$ cat src/hw/rtl/taph_pkg.sv
// ----------------------------------------------------------------------------
// taph_pkg
// Types and constants shared by the thermistor average / peak hold core.
// ----------------------------------------------------------------------------
`timescale 1ns / 1ps
`default_nettype none

package taph_pkg;

  // Block lengths in samples
  localparam int INSTANT_BLOCK = 512;
  localparam int PEAK_BLOCK    = 64;

  // Field and state widths
  localparam int SampleW = 10;
  localparam int CntW    = 10;
  localparam int SumW    = 19;
  localparam int AgeW    = 6;
  localparam int TempW   = 16;
  localparam int CfgIdxW = 1;

  // Conversion constants
  localparam int VREF_SCALE  = 320;
  localparam int RECU        = 2342;
  localparam int VIN_Q18     = 1310720;
  localparam int ZERO_OFFSET = 456;
  localparam int SLOPE_Q16   = 106168;
  localparam int HOLD_DELTA  = 5;

  // Peak age limits in quarter-second ticks
  localparam int SHORT_AGE = 4 * 5;
  localparam int LONG_AGE  = 4 * 10;

  // Scaled sum: sum * 320 stays below 2^(SumW + 9)
  localparam int ProdW = SumW + 9;

  // Right shift of the scaled sum: floor(log2(block)) - 2
  localparam int InstShift = $clog2(INSTANT_BLOCK + 1) - 1 - 2;
  localparam int PeakShift = $clog2(PEAK_BLOCK + 1) - 1 - 2;

  // Shared restoring divider
  localparam int DivW    = 32;
  localparam int DivCntW = $clog2(DivW);

  typedef enum logic [1:0] {
    OP_SAMPLE  = 2'd0,
    OP_TICK    = 2'd1,
    OP_DISPLAY = 2'd2
  } op_e;

  typedef enum logic [CfgIdxW-1:0] {
    CFG_FAHRENHEIT = 1'b0,
    CFG_LONG_HOLD  = 1'b1
  } cfg_idx_e;

  typedef enum logic [2:0] {
    ST_IDLE,
    ST_SCALE,
    ST_PRODUCT,
    ST_DIV_REC,
    ST_PREP_TEMP,
    ST_DIV_TEMP,
    ST_FINISH,
    ST_OUTPUT
  } state_e;

endpackage

`default_nettype wire

$ cat src/hw/rtl/thermistor_average_peak_hold_core.sv
// Thermistor block average with peak hold. ADC samples (operation 0) and
// peak age ticks (operation 1) complete in the cycle they transfer and the
// core is ready again on the next cycle. A display request (operation 2)
// whose mode matches the stored mode starts a conversion, which runs a
// single 32-step restoring divider twice (resistance, then degrees). A
// peak reading with a held peak converts twice, the current block and
// then the peak. The core is not ready while a conversion runs. The result
// sits in an output register, so samples and ticks keep transferring
// while a reading waits to be taken. A display request with a different
// mode switches mode and gives no reading.
// ----------------------------------------------------------------------------
// thermistor_average_peak_hold_core
// Block averaging, peak hold and iterative conversion to degrees C.
// ----------------------------------------------------------------------------
`timescale 1ns / 1ps
`default_nettype none

module thermistor_average_peak_hold_core (
  input  wire logic                          clk_i,
  input  wire logic                          rst_ni,
  // Configuration write channel
  input  wire logic                          cfg_valid_i,
  output logic                               cfg_ready_o,
  input  wire logic [taph_pkg::CfgIdxW-1:0]  cfg_index_i,
  input  wire logic                          cfg_data_i,
  // Input channel
  input  wire logic                          in_valid_i,
  output logic                               in_ready_o,
  input  wire logic [1:0]                    operation_i,
  input  wire logic [taph_pkg::SampleW-1:0]  sample_i,
  input  wire logic                          display_mode_i,
  // Output channel
  output logic                               out_valid_o,
  input  wire logic                          out_ready_i,
  output logic signed [taph_pkg::TempW-1:0]  temp_c_o,
  output logic                               peak_hold_o,
  output logic                               fahrenheit_o,
  output logic                               shown_mode_o
);

  import taph_pkg::*;

  // Configuration
  logic fahr_q, long_q;

  // Architectural state
  logic [SumW-1:0] run_q, run_d;
  logic [SumW-1:0] blk_q, blk_d;
  logic [SumW-1:0] pk_q, pk_d;
  logic [CntW-1:0] cnt_q, cnt_d;
  logic [AgeW-1:0] age_q, age_d;
  logic            held_q, held_d;
  logic            mode_q, mode_d;

  // Sequencer
  state_e state_q, state_d;
  logic   in_xfer;
  logic   start_conv;
  logic   load_v, load_num, div_step, load_temp, finish, out_load;

  // Conversion datapath
  logic                   want_peak_q, src_sel_q;
  logic [ProdW-1:0]       prod, v_d, v_q;
  logic [DivW-1:0]        num, den;
  logic [DivW-1:0]        div_rem_q, div_quo_q, div_dvs_q;
  logic [DivCntW-1:0]     div_cnt_q;
  logic [DivW:0]          div_shift;
  logic                   div_ge;
  logic [DivW-1:0]        div_rem_nxt;
  logic                   div_last;
  logic [TempW-1:0]       r16, d16, mag16, q16, t16;
  logic                   neg_q;
  logic signed [TempW-1:0] cur_temp_q, pk_temp_q;
  logic signed [TempW:0]  gap;

  // Sample bookkeeping
  logic [CntW-1:0] blk_len, cnt_base, cnt_next;
  logic [AgeW-1:0] age_lim;
  logic [SumW-1:0] run_sum;

  assign cfg_ready_o = 1'b1;
  assign in_xfer     = in_valid_i && in_ready_o;
  assign start_conv  = in_xfer && (operation_i == OP_DISPLAY) && (display_mode_i == mode_q);

  // --------------------------------------------------------------------------
  // Configuration registers
  // --------------------------------------------------------------------------
  always_ff @(posedge clk_i or negedge rst_ni) begin
    if (!rst_ni) begin
      fahr_q <= 1'b0;
      long_q <= 1'b0;
    end else if (cfg_valid_i && cfg_ready_o) begin
      if (cfg_index_i == CFG_FAHRENHEIT) begin
        fahr_q <= cfg_data_i;
      end else begin
        long_q <= cfg_data_i;
      end
    end
  end

  // --------------------------------------------------------------------------
  // Samples, ticks and mode switches
  // --------------------------------------------------------------------------
  assign blk_len  = mode_q ? CntW'(PEAK_BLOCK) : CntW'(INSTANT_BLOCK);
  assign age_lim  = long_q ? AgeW'(LONG_AGE) : AgeW'(SHORT_AGE);
  assign cnt_base = (cnt_q > blk_len) ? '0 : cnt_q;
  assign cnt_next = cnt_base + CntW'(1);
  assign run_sum  = run_q + SumW'(sample_i);

  always_comb begin
    run_d  = run_q;
    blk_d  = blk_q;
    pk_d   = pk_q;
    cnt_d  = cnt_q;
    age_d  = age_q;
    held_d = held_q;
    mode_d = mode_q;
    if (in_xfer) begin
      unique case (operation_i)
        OP_SAMPLE: begin
          if (cnt_next == blk_len) begin
            cnt_d = '0;
            run_d = '0;
            blk_d = run_sum;
            if ((run_sum > pk_q) || (age_q >= age_lim) || !held_q) begin
              held_d = 1'b1;
              pk_d   = run_sum;
              age_d  = '0;
            end
          end else begin
            cnt_d = cnt_next;
            run_d = run_sum;
          end
        end
        OP_TICK: begin
          if (age_q < age_lim) begin
            age_d = age_q + AgeW'(1);
          end
        end
        OP_DISPLAY: begin
          // Switch mode, restart accumulation and drop the held peak
          if (display_mode_i != mode_q) begin
            mode_d = display_mode_i;
            cnt_d  = '0;
            run_d  = '0;
            held_d = 1'b0;
          end
        end
        default: ;
      endcase
    end
  end

  always_ff @(posedge clk_i or negedge rst_ni) begin
    if (!rst_ni) begin
      run_q  <= '0;
      blk_q  <= '0;
      pk_q   <= '0;
      cnt_q  <= '0;
      age_q  <= '0;
      held_q <= 1'b0;
      mode_q <= 1'b0;
    end else begin
      run_q  <= run_d;
      blk_q  <= blk_d;
      pk_q   <= pk_d;
      cnt_q  <= cnt_d;
      age_q  <= age_d;
      held_q <= held_d;
      mode_q <= mode_d;
    end
  end

  // --------------------------------------------------------------------------
  // Sequencer
  // --------------------------------------------------------------------------
  assign div_last = (div_cnt_q == DivCntW'(DivW - 1));

  always_comb begin
    state_d = state_q;
    unique case (state_q)
      ST_IDLE:      if (start_conv) state_d = ST_SCALE;
      ST_SCALE:     state_d = ST_PRODUCT;
      ST_PRODUCT:   state_d = ST_DIV_REC;
      ST_DIV_REC:   if (div_last) state_d = ST_PREP_TEMP;
      ST_PREP_TEMP: state_d = ST_DIV_TEMP;
      ST_DIV_TEMP:  if (div_last) state_d = ST_FINISH;
      ST_FINISH: begin
        // Convert the peak after the current reading when one is shown
        if (!src_sel_q && want_peak_q) begin
          state_d = ST_SCALE;
        end else begin
          state_d = ST_OUTPUT;
        end
      end
      ST_OUTPUT:    if (!out_valid_o || out_ready_i) state_d = ST_IDLE;
      default:      state_d = ST_IDLE;
    endcase
  end

  always_comb begin
    in_ready_o = (state_q == ST_IDLE);
    load_v     = (state_q == ST_SCALE);
    load_num   = (state_q == ST_PRODUCT);
    div_step   = (state_q == ST_DIV_REC) || (state_q == ST_DIV_TEMP);
    load_temp  = (state_q == ST_PREP_TEMP);
    finish     = (state_q == ST_FINISH);
    out_load   = (state_q == ST_OUTPUT) && (!out_valid_o || out_ready_i);
  end

  always_ff @(posedge clk_i or negedge rst_ni) begin
    if (!rst_ni) begin
      state_q <= ST_IDLE;
    end else begin
      state_q <= state_d;
    end
  end

  // --------------------------------------------------------------------------
  // Conversion datapath
  // --------------------------------------------------------------------------
  assign prod = ProdW'(src_sel_q ? pk_q : blk_q) * ProdW'(VREF_SCALE);
  assign v_d  = mode_q ? (prod >> PeakShift) : (prod >> InstShift);
  assign num  = DivW'(v_q) * DivW'(RECU);
  assign den  = DivW'(VIN_Q18) - DivW'(v_q);

  // One restoring step: a zero divisor yields an all-ones quotient
  assign div_shift   = {div_rem_q, div_quo_q[DivW-1]};
  assign div_ge      = (div_shift >= {1'b0, div_dvs_q});
  assign div_rem_nxt = div_ge ? DivW'(div_shift - {1'b0, div_dvs_q}) : DivW'(div_shift);

  assign r16   = div_quo_q[TempW-1:0];
  assign d16   = r16 - TempW'(ZERO_OFFSET);
  assign mag16 = d16[TempW-1] ? (TempW'(0) - d16) : d16;
  assign q16   = div_quo_q[TempW-1:0];
  assign t16   = neg_q ? (TempW'(0) - q16) : q16;

  assign gap = {pk_temp_q[TempW-1], pk_temp_q} - {cur_temp_q[TempW-1], cur_temp_q};

  always_ff @(posedge clk_i) begin
    if (start_conv) begin
      want_peak_q <= display_mode_i && held_q;
      src_sel_q   <= 1'b0;
    end
    if (load_v) begin
      v_q <= v_d;
    end
    if (load_num) begin
      div_rem_q <= '0;
      div_quo_q <= num;
      div_dvs_q <= den;
      div_cnt_q <= '0;
    end else if (load_temp) begin
      // Magnitude of ((r - 456) << 16); its low half is zero
      div_rem_q <= '0;
      div_quo_q <= {mag16, TempW'(0)};
      div_dvs_q <= DivW'(SLOPE_Q16);
      div_cnt_q <= '0;
      neg_q     <= d16[TempW-1];
    end else if (div_step) begin
      div_rem_q <= div_rem_nxt;
      div_quo_q <= {div_quo_q[DivW-2:0], div_ge};
      div_cnt_q <= div_cnt_q + DivCntW'(1);
    end
    if (finish) begin
      if (src_sel_q) begin
        pk_temp_q <= t16;
      end else begin
        cur_temp_q <= t16;
        src_sel_q  <= 1'b1;
      end
    end
  end

  // --------------------------------------------------------------------------
  // Output register
  // --------------------------------------------------------------------------
  always_ff @(posedge clk_i or negedge rst_ni) begin
    if (!rst_ni) begin
      out_valid_o <= 1'b0;
    end else if (out_load) begin
      out_valid_o <= 1'b1;
    end else if (out_ready_i) begin
      out_valid_o <= 1'b0;
    end
  end

  always_ff @(posedge clk_i) begin
    if (out_load) begin
      temp_c_o     <= want_peak_q ? pk_temp_q : cur_temp_q;
      peak_hold_o  <= want_peak_q && (gap >= (TempW + 1)'(HOLD_DELTA));
      fahrenheit_o <= fahr_q;
      shown_mode_o <= mode_q;
    end
  end

endmodule

`default_nettype wire

$ cat config.mk
export PLATFORM = sky130hd
export DESIGN_NAME = thermistor_average_peak_hold_core
export DESIGN_NICKNAME = d
export VERILOG_FILES = /design/src/hw/rtl/taph_pkg.sv /design/src/hw/rtl/thermistor_average_peak_hold_core.sv
export SDC_FILE = /design/constraint.sdc
export NUM_CORES = 1
export LEC_CHECK = 0
export BUFFER_PORTS_ARGS = -buffer_cell sky130_fd_sc_hd__buf_2
export CAP_MARGIN = 20
export CORE_ASPECT_RATIO = 1.2
export CORE_MARGIN = 5
export CORE_UTILIZATION = 47
export CTS_CLUSTER_SIZE = 25
export DETAILED_ROUTE_END_ITERATION = 8
export GPL_TIMING_DRIVEN = 0
export HOLD_SLACK_MARGIN = 0.06
export PLACE_DENSITY = 0.63
export SLEW_MARGIN = 20
export SYNTH_ARGS = -nofsm -noshare
export SYNTH_HDL_FRONTEND = slang
export SYNTH_SLANG_ARGS = --single-unit
$ cat constraint.sdc
create_clock -name clk_i -period 9.59 [get_ports clk_i]
set_clock_uncertainty 0.05 [all_clocks]
set_input_delay 0 -clock clk_i [delete_from_list [all_inputs] [get_ports clk_i]]
set_output_delay 0 -clock clk_i [all_outputs]
set_load 0.02 [all_outputs]
==> summary.md <==
The run gives 46.2% as the sequential cell fraction of total power. On the worst path, the slowest cell contributes a delay of 0.91 ns. For the count of H-tree levels built during CTS, the log shows 1. The standard cell with the maximum stage delay on the critical path is sky130_fd_sc_hd__o41ai_1. The full die area is 0.0493 mm^2. Walking the worst path, the cells encountered are ha_1 -> inv_1 -> fa_1 -> nor2b_1 -> o21ai_0 -> a21boi_0 -> o21ai_0 -> a211oi_1 -> o311ai_0 -> xnor2_1 -> ha_1 -> a21o_1 -> a21o_1 -> a21oi_1 -> o32ai_1 -> o41ai_1 -> o2111a_1 -> or2_1 -> buf_2 -> buf_6 -> mux2_4. The clock net in this run drives a total of 257 sinks.

Summing the areas of all and, or, nand and nor instances in the mapped netlist gives 13.6% of the synthesized area. Biggest fanout along the worst timing path: 10. For this run, the leading register cell type out of synthesis is sky130_fd_sc_hd__edfxtp_1.

The vias after detailed routing came out at 16,700. Overall power consumption: 2.50 mW. Including well taps, the total number of placed cells is 2,871.

The die height is 242 um. In the synthesized netlist the async set-or-reset flop fraction comes to 31.5%. The count of distinct cell types in the synthesized netlist came out at 88.

The final cell count without fillers came out at 2,947. The final critical path takes up 66.1% of the cycle. The root buffer selected by CTS is sky130_fd_sc_hd__clkbuf_16.

After synthesis the netlist holds a flip-flop and latch count of 257. The synthesized design contains 137 enable-type register cells. Combinational logic burns 2.0% of the power.

The logs give 52.5% for the post-route core utilization and 0.131 mV for the peak ir drop on the vdd network. The static power due to leakage is 11.2 nW. Global routing finished with a remaining overflow of 0. At the later pin of the worst-skew pair, clock insertion delay measures 0.58 ns.

The cell area that synthesis handed to floorplanning was 0.0211 mm^2. The power density over cell area came out at 107 mW/mm^2. In this run the cell area measured after placement is 0.0221 mm^2. The kind of launch point of the worst setup path is a flop. The synthesized netlist devotes 16.8% of its cell area to compound gates.

The top cell family by delay on the critical path is compound AO/OA/AOI/OAI gates. The synthesized netlist cell count is 2,261, and the initial antenna violation count is 1. The run gives 44 as the maximum number of pins on one net before global-route repair. The post-route antenna net violation count was 0; the detailed-router iteration count before antenna repair was 5. The number of nets in the synthesized netlist is 2,581. At the worst endpoint, the arrival time is 6.74 ns.

Number of global-route vias before repair: 17,300. Setup repair after global routing left no endpoint under its margin. The slew at the pin closest to its max-slew limit works out to 1.03 ns.

The run finished with clean final reports. The logs give 0 for the number of endpoints with negative hold slack in the final report and 0 for the max-slew violation total from the final report. Global routing consumed, over all layers together, 21.5% of the routing resources. Routability-driven placement finished with a final weighted congestion of 0.920. The number of buffers and inverters on the critical path was 3; the final setup TNS was 0 ns. Area growth from synthesis to final layout: 11.1%. The worst setup path is captured at a flop.

The sequential-to-total area share from yosys stat was 32.8%. The floorplan has 85 rows. The first global-routing pass estimated 87.8 mm of wire. Summing the areas of all fa, ha and maj instances in the mapped netlist gives 19.9% of the synthesized area. Multiplexer cells account for 5.09% of the synthesized area. The path class of the tightest hold or removal check is primary input to flop. In this run, CTS created clock tree buffers numbering 30. The starting DRC count in detailed routing was 831; the wire length per cell after detailed routing was 18.3 um. The setup path with the least slack is of type flop to flop.

In this run switching power makes up 21.4% of total power. The I/O pin count was 42; the average cell area after synthesis was 9.33 um^2. The die boundary width came out at 203 um. During synthesis, Yosys emitted a total of 0 warnings. Largest family of logic cells by synthesized area: adder cells. For the required time of the critical path, the log shows 10.00 ns. Of the total synthesized cell area, the portion taken by XOR and XNOR cells is 5.73%. Internal power comes to 1.96 mW. Setup violations remaining at the end of the flow were counted as 0.

The clock slew at the register clock pins of the worst setup and hold paths was 0.07 ns. After clock tree synthesis, the setup repair step added 0 buffers. The worst slew slack as a fraction of its limit is 30.3%, and the number of max-cap violations is 0.

The repair_antennas step left the layout with diodes totalling 0. Summed over all nets, the switching power comes to 535 uW. Detailed placement ended at an HPWL of 42.3 mm. In the routed design, unresolved DRC markers number 0.

The initial utilization of the core area, before any placement, comes to 47.2%. The core region is 0.0447 mm^2. With fillers left out, the area of the finished cells amounts to 0.0234 mm^2. The clock network is responsible for 51.8% of the overall power. The final net count is 2,678.

The total routed wirelength is 53.8 mm, and the shortest period the worst path allows is 6.33 ns. The fraction of layout instances using a drive strength above 1 is 8.10%. The per-cell via count in the routed design is 5.65. TritonCTS built the clock tree. The clock passes through at most 3 buffers. Timing would allow up to 158 MHz.

The count of buffers added on input and output ports is 40.
==> synth_stat cells (15+ instances only) <==
cell / n / area share [%]
sky130_fd_sc_hd__inv_1: 250 / 4.4
sky130_fd_sc_hd__fa_1: 59 / 5.6
sky130_fd_sc_hd__a21oi_1: 126 / 3.0
sky130_fd_sc_hd__o21ai_0: 147 / 3.5
sky130_fd_sc_hd__nand2_1: 182 / 3.2
sky130_fd_sc_hd__a211oi_1: 15 / 0.53
sky130_fd_sc_hd__ha_1: 241 / 14
sky130_fd_sc_hd__dfxtp_1: 39 / 3.7
sky130_fd_sc_hd__edfxtp_1: 137 / 19
sky130_fd_sc_hd__a21o_1: 55 / 2.0
sky130_fd_sc_hd__xor2_1: 36 / 1.5
sky130_fd_sc_hd__nand3_1: 61 / 1.4
sky130_fd_sc_hd__a22o_1: 23 / 0.95
sky130_fd_sc_hd__and2_1: 18 / 0.53
sky130_fd_sc_hd__nand4_1: 20 / 0.59
sky130_fd_sc_hd__nor3_1: 37 / 0.88
sky130_fd_sc_hd__nor2_1: 129 / 2.3
sky130_fd_sc_hd__o21a_1: 21 / 0.75
sky130_fd_sc_hd__clkbuf_1: 68 / 1.2
sky130_fd_sc_hd__nor2b_1: 27 / 0.80
sky130_fd_sc_hd__mux2_2: 44 / 2.3
sky130_fd_sc_hd__nand2b_1: 27 / 0.80
sky130_fd_sc_hd__xnor2_1: 102 / 4.2
sky130_fd_sc_hd__and3_1: 19 / 0.56
sky130_fd_sc_hd__o31ai_1: 19 / 0.68
sky130_fd_sc_hd__mux2i_1: 32 / 1.5
sky130_fd_sc_hd__dfrtp_1: 81 / 9.6
==> what timing repair did <==
action,CTS,global route
hold buffers,20,0
endpoints found under the hold margin,125,0
resized for setup,0,0
==> worst paths after layout <==
| path | start | to | slack, ns | depth (start not counted) |
|---|---|---|---|---|
| max | run_q[0] | pk_q[11] | 3.26 | 21 |
| min reg2reg | div_cnt_q[4] | div_cnt_q[4] | 0.40 | 2 |
| max reg2reg | run_q[0] | pk_q[11] | 3.26 | 21 |
| max in group asynchronous | rst_ni | state_q[1] | 8.82 | 4 |
| min | sample_i[8] | run_q[8] | 0.09 | 4 |
| min in group asynchronous | rst_ni | run_q[8] | 0.44 | 4 |
==> state kept, by name, indices dropped and copies added, names as in the netlist, 3 cells and up <==
name	count
div_cnt_q	5
div_rem_q	32
age_q	6
cnt_q	10
cur_temp_q	16
pk_q	19
div_dvs_q	29
pk_temp_q	16
div_quo_q	32
temp_c_o	16
state_q	3
blk_q	19
run_q	19
v_q	24
==> tightest hold or removal path, cell delays in order <==
cell	delay, ns
sky130_fd_sc_hd__buf_2	0.08
sky130_fd_sc_hd__ha_1	0.22
sky130_fd_sc_hd__xor2_1	0.17
sky130_fd_sc_hd__a22o_1	0.21
==> power by group through the flow <==
stage	Combinational (mW)	Sequential (mW)	Clock, mW
after floorplan	0.0226	1.18	0
after global routing	0.0565	1.15	1.36
after global placement	0.0406	1.18	0
final	0.0502	1.15	1.29
after CTS	0.0504	1.15	1.32
after detailed placement	0.0434	1.18	0
==> cells by family (layout without fill, tap and decap cells) <==
family,after synthesis,after routing
DFF,257,257
AOI/OAI and AO/OA,546,546
muxes,94,94
and+or+nand+nor,591,591
buffers and inverters,334,455
adders and majority gates,300,300
xor gates and xnor gates,138,138
other,1,1
==> cell type report <==
| class | count | area (um^2) |
|---|---|---|
| fill | 4068 | 21200 |
| inverter | 252 | 947 |
| buffer | 82 | 334 |
| timing repair buffer | 65 | 482 |
| clock buffer | 37 | 871 |
| clock inverter | 19 | 265 |
| multi-input combinational | 1670 | 12900 |
| sequential | 257 | 6920 |
| tap | 565 | 707 |
==> layer usage <==
layer / routed length [um] / global-route usage [%] / up-vias
met5: 13 / 0 / -
met1: 22000 / 25.5 / 7910
met2: 27200 / 39.0 / 395
met4: 2390 / 8.89 / 2
met3: 2310 / 2.81 / 133
li1: - / - / 8214
==> through the flow <==
| step | worst slack [ns] | hold slack, ns |
|---|---|---|
| after detailed placement | 3.43 | -0.0366 |
| after global placement | 3.37 | 0.197 |
| after global routing | 2.83 | 0.125 |
| after CTS | 3.35 | 0.0748 |
| final | 3.26 | 0.0917 |
| after floorplan | 4.72 | -0.346 |
==> placed cells by master, fill, tap and decap left out, drive strengths merged, types with 21 or more instances in the layout <==
master    n
fa       59
edfxtp  137
ha      241
nor2    129
nand3    62
nor2b    27
a21oi   127
clkbuf  105
a22o     23
nand2b   27
xnor2   102
dfxtp    39
inv     254
mux2     61
o21ai   153
dfrtp    81
o21a     21
nor3     38
xor2     36
mux2i    33
buf      60
nand2   182
a21o     55
Power figures use the tool's default switching activity.
